===== src/rtl/core/mtd_pkg.sv =====
// Shared types, symbol codes and the Morse code table for the text decoder.
`timescale 1ns / 1ps
package mtd_pkg;

  localparam logic [7:0] SYM_DOT  = 8'd46;
  localparam logic [7:0] SYM_DASH = 8'd45;
  localparam logic [7:0] SYM_GAP  = 8'd32;
  localparam logic [2:0] MAX_SYMS = 3'd6;

  typedef struct packed {
    logic [7:0] text_char;
    logic       word_end;
    logic       text_end;
  } text_item_t;

  typedef struct packed {
    logic [7:0] out_char;
    logic       last;
  } result_item_t;

  // Work handed from the front to the back for one input beat.
  typedef struct packed {
    logic       glyph_valid;
    logic [7:0] glyph;
    logic       space;
  } cmd_t;

  // Symbol i of a code is bit i, dash = 1. Returns zero when no entry matches.
  function automatic logic [7:0] lookup_glyph(input logic [2:0] len, input logic [5:0] bits);
    logic [8:0] key;
    logic [7:0] g;
    key = {len, bits};
    unique case (key)
      {3'd2, 6'd2}:  g = 8'h61; // a
      {3'd4, 6'd1}:  g = 8'h62; // b
      {3'd4, 6'd5}:  g = 8'h63; // c
      {3'd3, 6'd1}:  g = 8'h64; // d
      {3'd1, 6'd0}:  g = 8'h65; // e
      {3'd4, 6'd4}:  g = 8'h66; // f
      {3'd3, 6'd3}:  g = 8'h67; // g
      {3'd4, 6'd0}:  g = 8'h68; // h
      {3'd2, 6'd0}:  g = 8'h69; // i
      {3'd4, 6'd14}: g = 8'h6a; // j
      {3'd3, 6'd5}:  g = 8'h6b; // k
      {3'd4, 6'd2}:  g = 8'h6c; // l
      {3'd2, 6'd3}:  g = 8'h6d; // m
      {3'd2, 6'd1}:  g = 8'h6e; // n
      {3'd3, 6'd7}:  g = 8'h6f; // o
      {3'd4, 6'd6}:  g = 8'h70; // p
      {3'd4, 6'd11}: g = 8'h71; // q
      {3'd3, 6'd2}:  g = 8'h72; // r
      {3'd3, 6'd0}:  g = 8'h73; // s
      {3'd1, 6'd1}:  g = 8'h74; // t
      {3'd3, 6'd4}:  g = 8'h75; // u
      {3'd4, 6'd8}:  g = 8'h76; // v
      {3'd3, 6'd6}:  g = 8'h77; // w
      {3'd4, 6'd9}:  g = 8'h78; // x
      {3'd4, 6'd13}: g = 8'h79; // y
      {3'd4, 6'd3}:  g = 8'h7a; // z
      {3'd6, 6'd42}: g = 8'h2e; // period
      {3'd6, 6'd51}: g = 8'h2c; // comma
      default:       g = 8'h00;
    endcase
    return g;
  endfunction

endpackage


===== src/rtl/core/mtd_front.sv =====
// Front end: accepts characters, builds the code and classifies each beat.
`timescale 1ns / 1ps
module mtd_front import mtd_pkg::*; (
  input  logic       clk,
  input  logic       rst,
  input  logic       push,
  input  text_item_t item,
  input  logic       q_full,
  output logic       cmd_push,
  output cmd_t       cmd,
  output logic [2:0] code_length
);

  logic [5:0] code_bits;
  logic       code_invalid;
  logic [5:0] code_bits_next;
  logic [2:0] code_length_next;
  logic       code_invalid_next;

  logic       accept;
  logic       is_dash;
  logic       is_sym;
  logic       is_gap;
  logic       close;
  logic [5:0] bits_app;
  logic [2:0] len_app;
  logic       inv_app;
  logic [7:0] glyph;

  assign accept  = push && !q_full;
  assign is_dash = (item.text_char == SYM_DASH);
  assign is_sym  = (item.text_char == SYM_DOT) || is_dash;
  assign is_gap  = (item.text_char == SYM_GAP);
  assign close   = is_gap || item.word_end || item.text_end;

  // Append the symbol of this beat before any close.
  always_comb begin
    bits_app = code_bits;
    len_app  = code_length;
    inv_app  = code_invalid;
    if (is_sym) begin
      if (code_length < MAX_SYMS) begin
        if (is_dash) begin
          bits_app = code_bits | (6'd1 << code_length);
        end
        len_app = code_length + 3'd1;
      end else begin
        inv_app = 1'b1;
      end
    end else if (!is_gap) begin
      inv_app = 1'b1;
    end
  end

  assign glyph = lookup_glyph(len_app, bits_app);

  always_comb begin
    cmd.glyph_valid = close && !inv_app && (len_app != 3'd0) && (glyph != 8'd0);
    cmd.glyph       = glyph;
    cmd.space       = item.word_end && !item.text_end;
  end

  // Beats that give no result leave nothing in the queue.
  assign cmd_push = accept && (cmd.glyph_valid || cmd.space);

  always_comb begin
    if (close) begin
      code_bits_next    = 6'd0;
      code_length_next  = 3'd0;
      code_invalid_next = 1'b0;
    end else begin
      code_bits_next    = bits_app;
      code_length_next  = len_app;
      code_invalid_next = inv_app;
    end
  end

  always_ff @(posedge clk) begin
    if (rst) begin
      code_bits    <= 6'd0;
      code_length  <= 3'd0;
      code_invalid <= 1'b0;
    end else if (accept) begin
      code_bits    <= code_bits_next;
      code_length  <= code_length_next;
      code_invalid <= code_invalid_next;
    end
  end

endmodule


===== src/rtl/core/mtd_cmd_queue.sv =====
// Short command queue between the front and the back.
`timescale 1ns / 1ps
module mtd_cmd_queue import mtd_pkg::*; #(
  parameter int unsigned DEPTH = 2
) (
  input  logic clk,
  input  logic rst,
  input  logic wr_en,
  input  cmd_t wr_data,
  output logic full,
  input  logic rd_en,
  output logic empty,
  output cmd_t rd_data
);

  localparam int unsigned PTR_W = (DEPTH > 1) ? $clog2(DEPTH) : 1;
  localparam int unsigned CNT_W = $clog2(DEPTH + 1);
  localparam logic [PTR_W-1:0] LAST_PTR = PTR_W'(DEPTH - 1);
  localparam logic [CNT_W-1:0] FULL_CNT = CNT_W'(DEPTH);

  cmd_t             entries [DEPTH];
  logic [PTR_W-1:0] wr_ptr;
  logic [PTR_W-1:0] rd_ptr;
  logic [CNT_W-1:0] count;
  logic             do_wr;
  logic             do_rd;

  assign full    = (count == FULL_CNT);
  assign empty   = (count == '0);
  assign do_wr   = wr_en && !full;
  assign do_rd   = rd_en && !empty;
  assign rd_data = entries[rd_ptr];

  always_ff @(posedge clk) begin
    if (do_wr) begin
      entries[wr_ptr] <= wr_data;
    end
  end

  always_ff @(posedge clk) begin
    if (rst) begin
      wr_ptr <= '0;
      rd_ptr <= '0;
      count  <= '0;
    end else begin
      if (do_wr) begin
        wr_ptr <= (wr_ptr == LAST_PTR) ? '0 : wr_ptr + PTR_W'(1);
      end
      if (do_rd) begin
        rd_ptr <= (rd_ptr == LAST_PTR) ? '0 : rd_ptr + PTR_W'(1);
      end
      unique case ({do_wr, do_rd})
        2'b10:   count <= count + CNT_W'(1);
        2'b01:   count <= count - CNT_W'(1);
        default: count <= count;
      endcase
    end
  end

endmodule


===== src/rtl/core/mtd_back.sv =====
// Back end: expands commands into result beats through an output register.
`timescale 1ns / 1ps
module mtd_back import mtd_pkg::*; (
  input  logic         clk,
  input  logic         rst,
  input  logic         q_empty,
  input  cmd_t         head,
  output logic         q_pop,
  input  logic         pop,
  output logic         empty,
  output result_item_t result,
  output logic         space_pending
);

  logic         out_valid;
  logic         load;
  logic         space_pending_next;
  result_item_t result_next;

  assign empty = !out_valid;
  assign load  = !out_valid || pop;

  always_comb begin
    q_pop              = 1'b0;
    space_pending_next = space_pending;
    result_next        = result;
    if (load && !q_empty) begin
      if (head.glyph_valid && !space_pending) begin
        result_next.out_char = head.glyph;
        result_next.last     = !head.space;
        // Hold the command when its word space still has to follow.
        if (head.space) begin
          space_pending_next = 1'b1;
        end else begin
          q_pop = 1'b1;
        end
      end else begin
        result_next.out_char = SYM_GAP;
        result_next.last     = 1'b1;
        space_pending_next   = 1'b0;
        q_pop                = 1'b1;
      end
    end
  end

  always_ff @(posedge clk) begin
    result <= result_next;
  end

  always_ff @(posedge clk) begin
    if (rst) begin
      out_valid     <= 1'b0;
      space_pending <= 1'b0;
    end else begin
      if (load) begin
        out_valid <= !q_empty;
      end
      space_pending <= space_pending_next;
    end
  end

endmodule


===== src/rtl/core/morse_text_decoder_core.sv =====
// Streaming Morse text decoder: front classifier, command queue, result stage.
// A result reaches the result ports through the command queue and the output register.
// Input beats are taken one per cycle while the queue is not full; results leave at one
// per cycle while pop is high, so a beat with a letter and a word space gives two result beats.
// The command queue (QUEUE_DEPTH entries) sets how long the front runs on while pop is low.
// Reset (rst, synchronous): clears the code being built, the queue and the output stage.
`timescale 1ns / 1ps
module morse_text_decoder_core import mtd_pkg::*; #(
  parameter int unsigned QUEUE_DEPTH = 2
) (
  input  logic         clk,
  input  logic         rst,
  input  logic         push,
  output logic         full,
  input  text_item_t   item,
  output logic         empty,
  input  logic         pop,
  output result_item_t result
);

  logic       cmd_push;
  cmd_t       cmd;
  logic [2:0] code_length;
  logic       q_full;
  logic       q_empty;
  logic       q_pop;
  cmd_t       q_head;
  logic       space_pending;

  assign full = q_full;

  mtd_front u_front (
    .clk         (clk),
    .rst         (rst),
    .push        (push),
    .item        (item),
    .q_full      (q_full),
    .cmd_push    (cmd_push),
    .cmd         (cmd),
    .code_length (code_length)
  );

  mtd_cmd_queue #(
    .DEPTH (QUEUE_DEPTH)
  ) u_queue (
    .clk     (clk),
    .rst     (rst),
    .wr_en   (cmd_push),
    .wr_data (cmd),
    .full    (q_full),
    .rd_en   (q_pop),
    .empty   (q_empty),
    .rd_data (q_head)
  );

  mtd_back u_back (
    .clk           (clk),
    .rst           (rst),
    .q_empty       (q_empty),
    .head          (q_head),
    .q_pop         (q_pop),
    .pop           (pop),
    .empty         (empty),
    .result        (result),
    .space_pending (space_pending)
  );

  a_no_push_when_full: assert property (@(posedge clk) disable iff (rst)
    cmd_push |-> !q_full)
    else $error("command pushed into a full queue");

  a_space_has_cmd: assert property (@(posedge clk) disable iff (rst)
    space_pending |-> !q_empty)
    else $error("pending word space without a queued command");

  a_not_last_is_glyph: assert property (@(posedge clk) disable iff (rst)
    (!empty && !result.last) |-> (result.out_char != SYM_GAP))
    else $error("word space shown as a non-final beat");

  a_text_end_clears: assert property (@(posedge clk) disable iff (rst)
    (push && !full && item.text_end) |=> (code_length == 3'd0))
    else $error("code not cleared after text end");

endmodule


===== config.mk =====
export PLATFORM = sky130hd
export DESIGN_NAME = morse_text_decoder_core
export DESIGN_NICKNAME = d
export VERILOG_FILES = /design/src/rtl/core/mtd_pkg.sv /design/src/rtl/core/mtd_front.sv /design/src/rtl/core/mtd_cmd_queue.sv /design/src/rtl/core/mtd_back.sv /design/src/rtl/core/morse_text_decoder_core.sv
export SDC_FILE = /design/constraint.sdc
export NUM_CORES = 1
export LEC_CHECK = 0
export BUFFER_PORTS_ARGS = -buffer_cell sky130_fd_sc_hd__buf_2
export CORE_MARGIN = 2
export CORE_UTILIZATION = 25
export DETAILED_ROUTE_END_ITERATION = 6
export GPL_ROUTABILITY_DRIVEN = 0
export PLACE_DENSITY = 0.51
export SLEW_MARGIN = 20
export SYNTH_ARGS = -nofsm -noshare
export SYNTH_HDL_FRONTEND = slang
export SYNTH_SLANG_ARGS = --single-unit

===== constraint.sdc =====
create_clock -name clk -period 4.4 [get_ports clk]
set_input_delay 1.32 -clock clk [delete_from_list [all_inputs] [get_ports clk]]
set_output_delay 1.32 -clock clk [all_outputs]
set_load 0.005 [all_outputs]

==> results.md <==
- Slew Viols, Final: 0
- Post-synth top flop: edfxtp_1
- Initial Util: 25.86%
- Die area: 11570 sq um
- Sequential power share: 51.5%
- # fillers: 1085
- CP Max Fanout: 6
- Skew-Pair Late Insertion Delay: 300 ps
- Seq/Total Area, Yosys: 41.81%
- First-pass iteration count of the detailed router: 4
- Ys Warns: 0
- Vias in the first global route: 2324
- Post-Syn Instances: 271
- Nets@finish: 355
- Ratio of cells with drive above 1 in the final layout: 30.06%
- Worst slack, placed: -177.8 ps
- Clk root buf: clkbuf_8
- Hold WC Path Type: flip-flop to flip-flop
- Finished Core Util: 32.52%
- Commonest non-fill, non-tap cell in the layout: buf_4
- Post-route DRC violation count: 0
- Max-Cap Viols: 0
- Largest net degree at the start of global routing: 20
- Slowest stage cell, crit path: or4b_4
- FP Rows: 37
- FFs w/ async S/R, synth: 0%
- Final HPWL from detailed placement: 5404 um
- Final worst path period share: 96.35%
- # diodes: 0
- Grt peak-use layer: met2
- Slew HR: 61.85%
- Mapped Avg Cell Area: 9.894 sq um
- Initial antenna violation count: 0
- I/O pins: 25
- CTS H-tree lvls: 2
- RSZ-0062 raised after global routing: no
- Gate power share: 25.2%
- Worst slew pin tran: 570.1 ps
- Pwr per Cell Area: 317.8 nW/um^2
- Number of synthesized register bits: 43
- Die X: 107.6 um
- Worst Path Arrival: 4470 ps
- Met3 usage: 2.240%
- Max Fclk: 235.9 MHz
- Register area: 1121 sq um
- Layout Area Growth over Synthesis: 25.76%
- VDD IR max: 168.8 uV
- Internal power: 0.0007470 W
- Synth area leaders: edfxtp_1 29%, dfxtp_1 13%, nor2_1 4.6%
- Min Tclk post-route: 4239 ps
- Tot GR Track Use: 12.40%
- CTS sink count: 43
- Vias per inst: 5.148
- Die height: 107.6 um
- Routed wire length: 7058 um
- Worst-path clk slew: 80 ps
- Share of the synthesized area in the top cell type: 29.12%
- Synth cell types: 66
- Setup CP Type: input pin to flip-flop
- Core area: 10370 sq um
- Vias: 2430
- Post-layout instance area: 3372 sq um
- GRT overflow: 0
- Outcome: complete, no violations
- Clk buf depth: 2
- Final Worst Setup Slack: 160.5 ps
- Clock Power Share: 23.3%
- CP Launch Type: input pin
- Commonest non-fill, non-tap cells in the layout: 46 x buf_4, 33 x nor2_1, 26 x edfxtp_1, 23 x buf_2
- CTS tree: done
- First-pass GRT wire length: 11520 um
- GRT met2 Usage: 20.98%
- I/O Buffers: 23
- Placed inst area: 3274 sq um
- Sw frac: 30.30%
- Worst endpoint required time: 4630 ps
- NetSw: 0.0003247 W
- Leakage: 1.299 nW
- Antenna-violating nets left: 0
- Multi-input gate area: 1465 sq um
- Routing usage on met1: 16.44%
- Setup violators final: 0
- DR iter-0 viols: 275
- Hold Slack: 521.9 ps
- Final count of hold timing violations: 0
- Post-synth top area cell: edfxtp_1
- CTS Buf Count: 5
- Post-synth EDFFs: 26
- Crit. End Element: flip-flop
- Crit path cell chain: buf_2 -> or4b_4 -> o41ai_1 -> o21a_1 -> nand4_1 -> o32ai_2 -> nor4b_4 -> a31oi_2 -> o21ai_1 -> ha_1 -> or3_1 -> a21oi_1
- Post-Synthesis Cell Area: 2681 sq um
- Wire per inst: 14.95 um
- Clk_skew: 17.59 ps
- Max incr delay on CP: 590 ps
- Syn nets: 291
- Post-route setup TNS: 0 ps
[power groups by stage]
stage          sequential [W]  clock, W  combinational [W]
2_1_floorplan        0.000545         0           0.000197
3_3_place_gp         0.000562         0           0.000268
3_5_place_dp         0.000562         0           0.000271
4_1_cts              0.000553  0.000258           0.000272
5_1_grt              0.000560  0.000278           0.000307
6_report             0.000552  0.000250           0.000270
[final timing paths]
| kind | startpoint | to | slack (ps) | cells past startpoint |
|---|---|---|---|---|
| setup reg to reg | u_front.code_length[2]$_SDFFE_PP0P_ | u_queue.count[1]$_SDFFE_PP0P_ | 770 | 14 |
| setup / recovery | item[9] | u_queue.count[1]$_SDFFE_PP0P_ | 160 | 12 |
| hold reg to reg | u_front.code_invalid$_SDFFE_PP0P_ | u_front.code_invalid$_SDFFE_PP0P_ | 520 | 2 |
| hold / removal | u_front.code_invalid$_SDFFE_PP0P_ | u_front.code_invalid$_SDFFE_PP0P_ | 520 | 2 |
[state kept, by name, summed over array words and instances (netlist names), 2 cells and up, named ones only]
signal	flops
u_queue.count	2
u_queue.entries	18
u_front.code_length	3
u_front.code_bits	6
u_back.result	8
[repair_timing]
action | CTS | global route
buffers inserted | 0 | 0
resized for setup | 0 | 2
hold buffers | 0 | 0
setup endpoints to repair | 0 | 1
[metal layers]
| layer | up-vias | wire length [um] |
|---|---|---|
| met3 | 11 | 348 |
| met5 | - | 0 |
| li1 | 1176 | - |
| met1 | 1167 | 3294 |
| met4 | 0 | 83 |
| met2 | 76 | 3332 |
[stage by stage]
stage,power [W],instances
2_1_floorplan,0.0007418,271
3_3_place_gp,0.0008297,464
3_5_place_dp,0.0008339,464
4_1_cts,0.001084,472
5_1_grt,0.001144,472
6_report,0.001072,472
[synthesized netlist by cell type (3+ instances only)]
cell type,instances
a211oi_1,3
a21oi_1,14
a22oi_1,7
a31oi_1,3
a41o_1,5
a41oi_1,3
and2_1,5
and3_1,3
buf_4,4
clkbuf_1,7
dfxtp_1,17
edfxtp_1,26
ha_1,6
inv_1,7
mux2i_1,11
nand2_1,17
nand2b_1,3
nand3_1,6
nand4_1,8
nor2_1,33
nor3_1,3
nor4_1,4
o21a_1,3
o21ai_0,9
o22ai_1,3
or2_2,3
or3_1,4
xnor2_1,4
[cell families (layout without fill, tap and decap cells)]
group                      count (synthesis)  in the layout  synth area share (%)
and+or+nand+nor                          107            107                 22.59
AOI/OAI and AO/OA                         74             74                 22.17
DFF                                       43             43                 41.81
buffers and inverters                     22             87                 4.013
muxes                                     12             12                 4.526
adders and majority gates                  6              6                 2.800
xor gates and xnor gates                   6              6                 1.960
other                                      1              1                0.1399
[cell type report]
cell class,count,share of cell area [%]
Clock buffer,6,2.152
Clock inverter,2,0.3711
Inverter,8,0.8905
Multi-Input combinational cell,206,43.45
Sequential cell,43,33.25
Tap cell,136,5.046
Timing Repair Buffer,71,14.84
[critical path: cells and delay by family]
kind,cells,cell delay (ps)
buffers and inverters,1,110
adder cells (fa/ha/maj),1,290
AO/OA/AOI/OAI,6,1480
AND/OR/NAND/NOR,4,1270
Note: power is estimated with default switching activity, not from simulation.
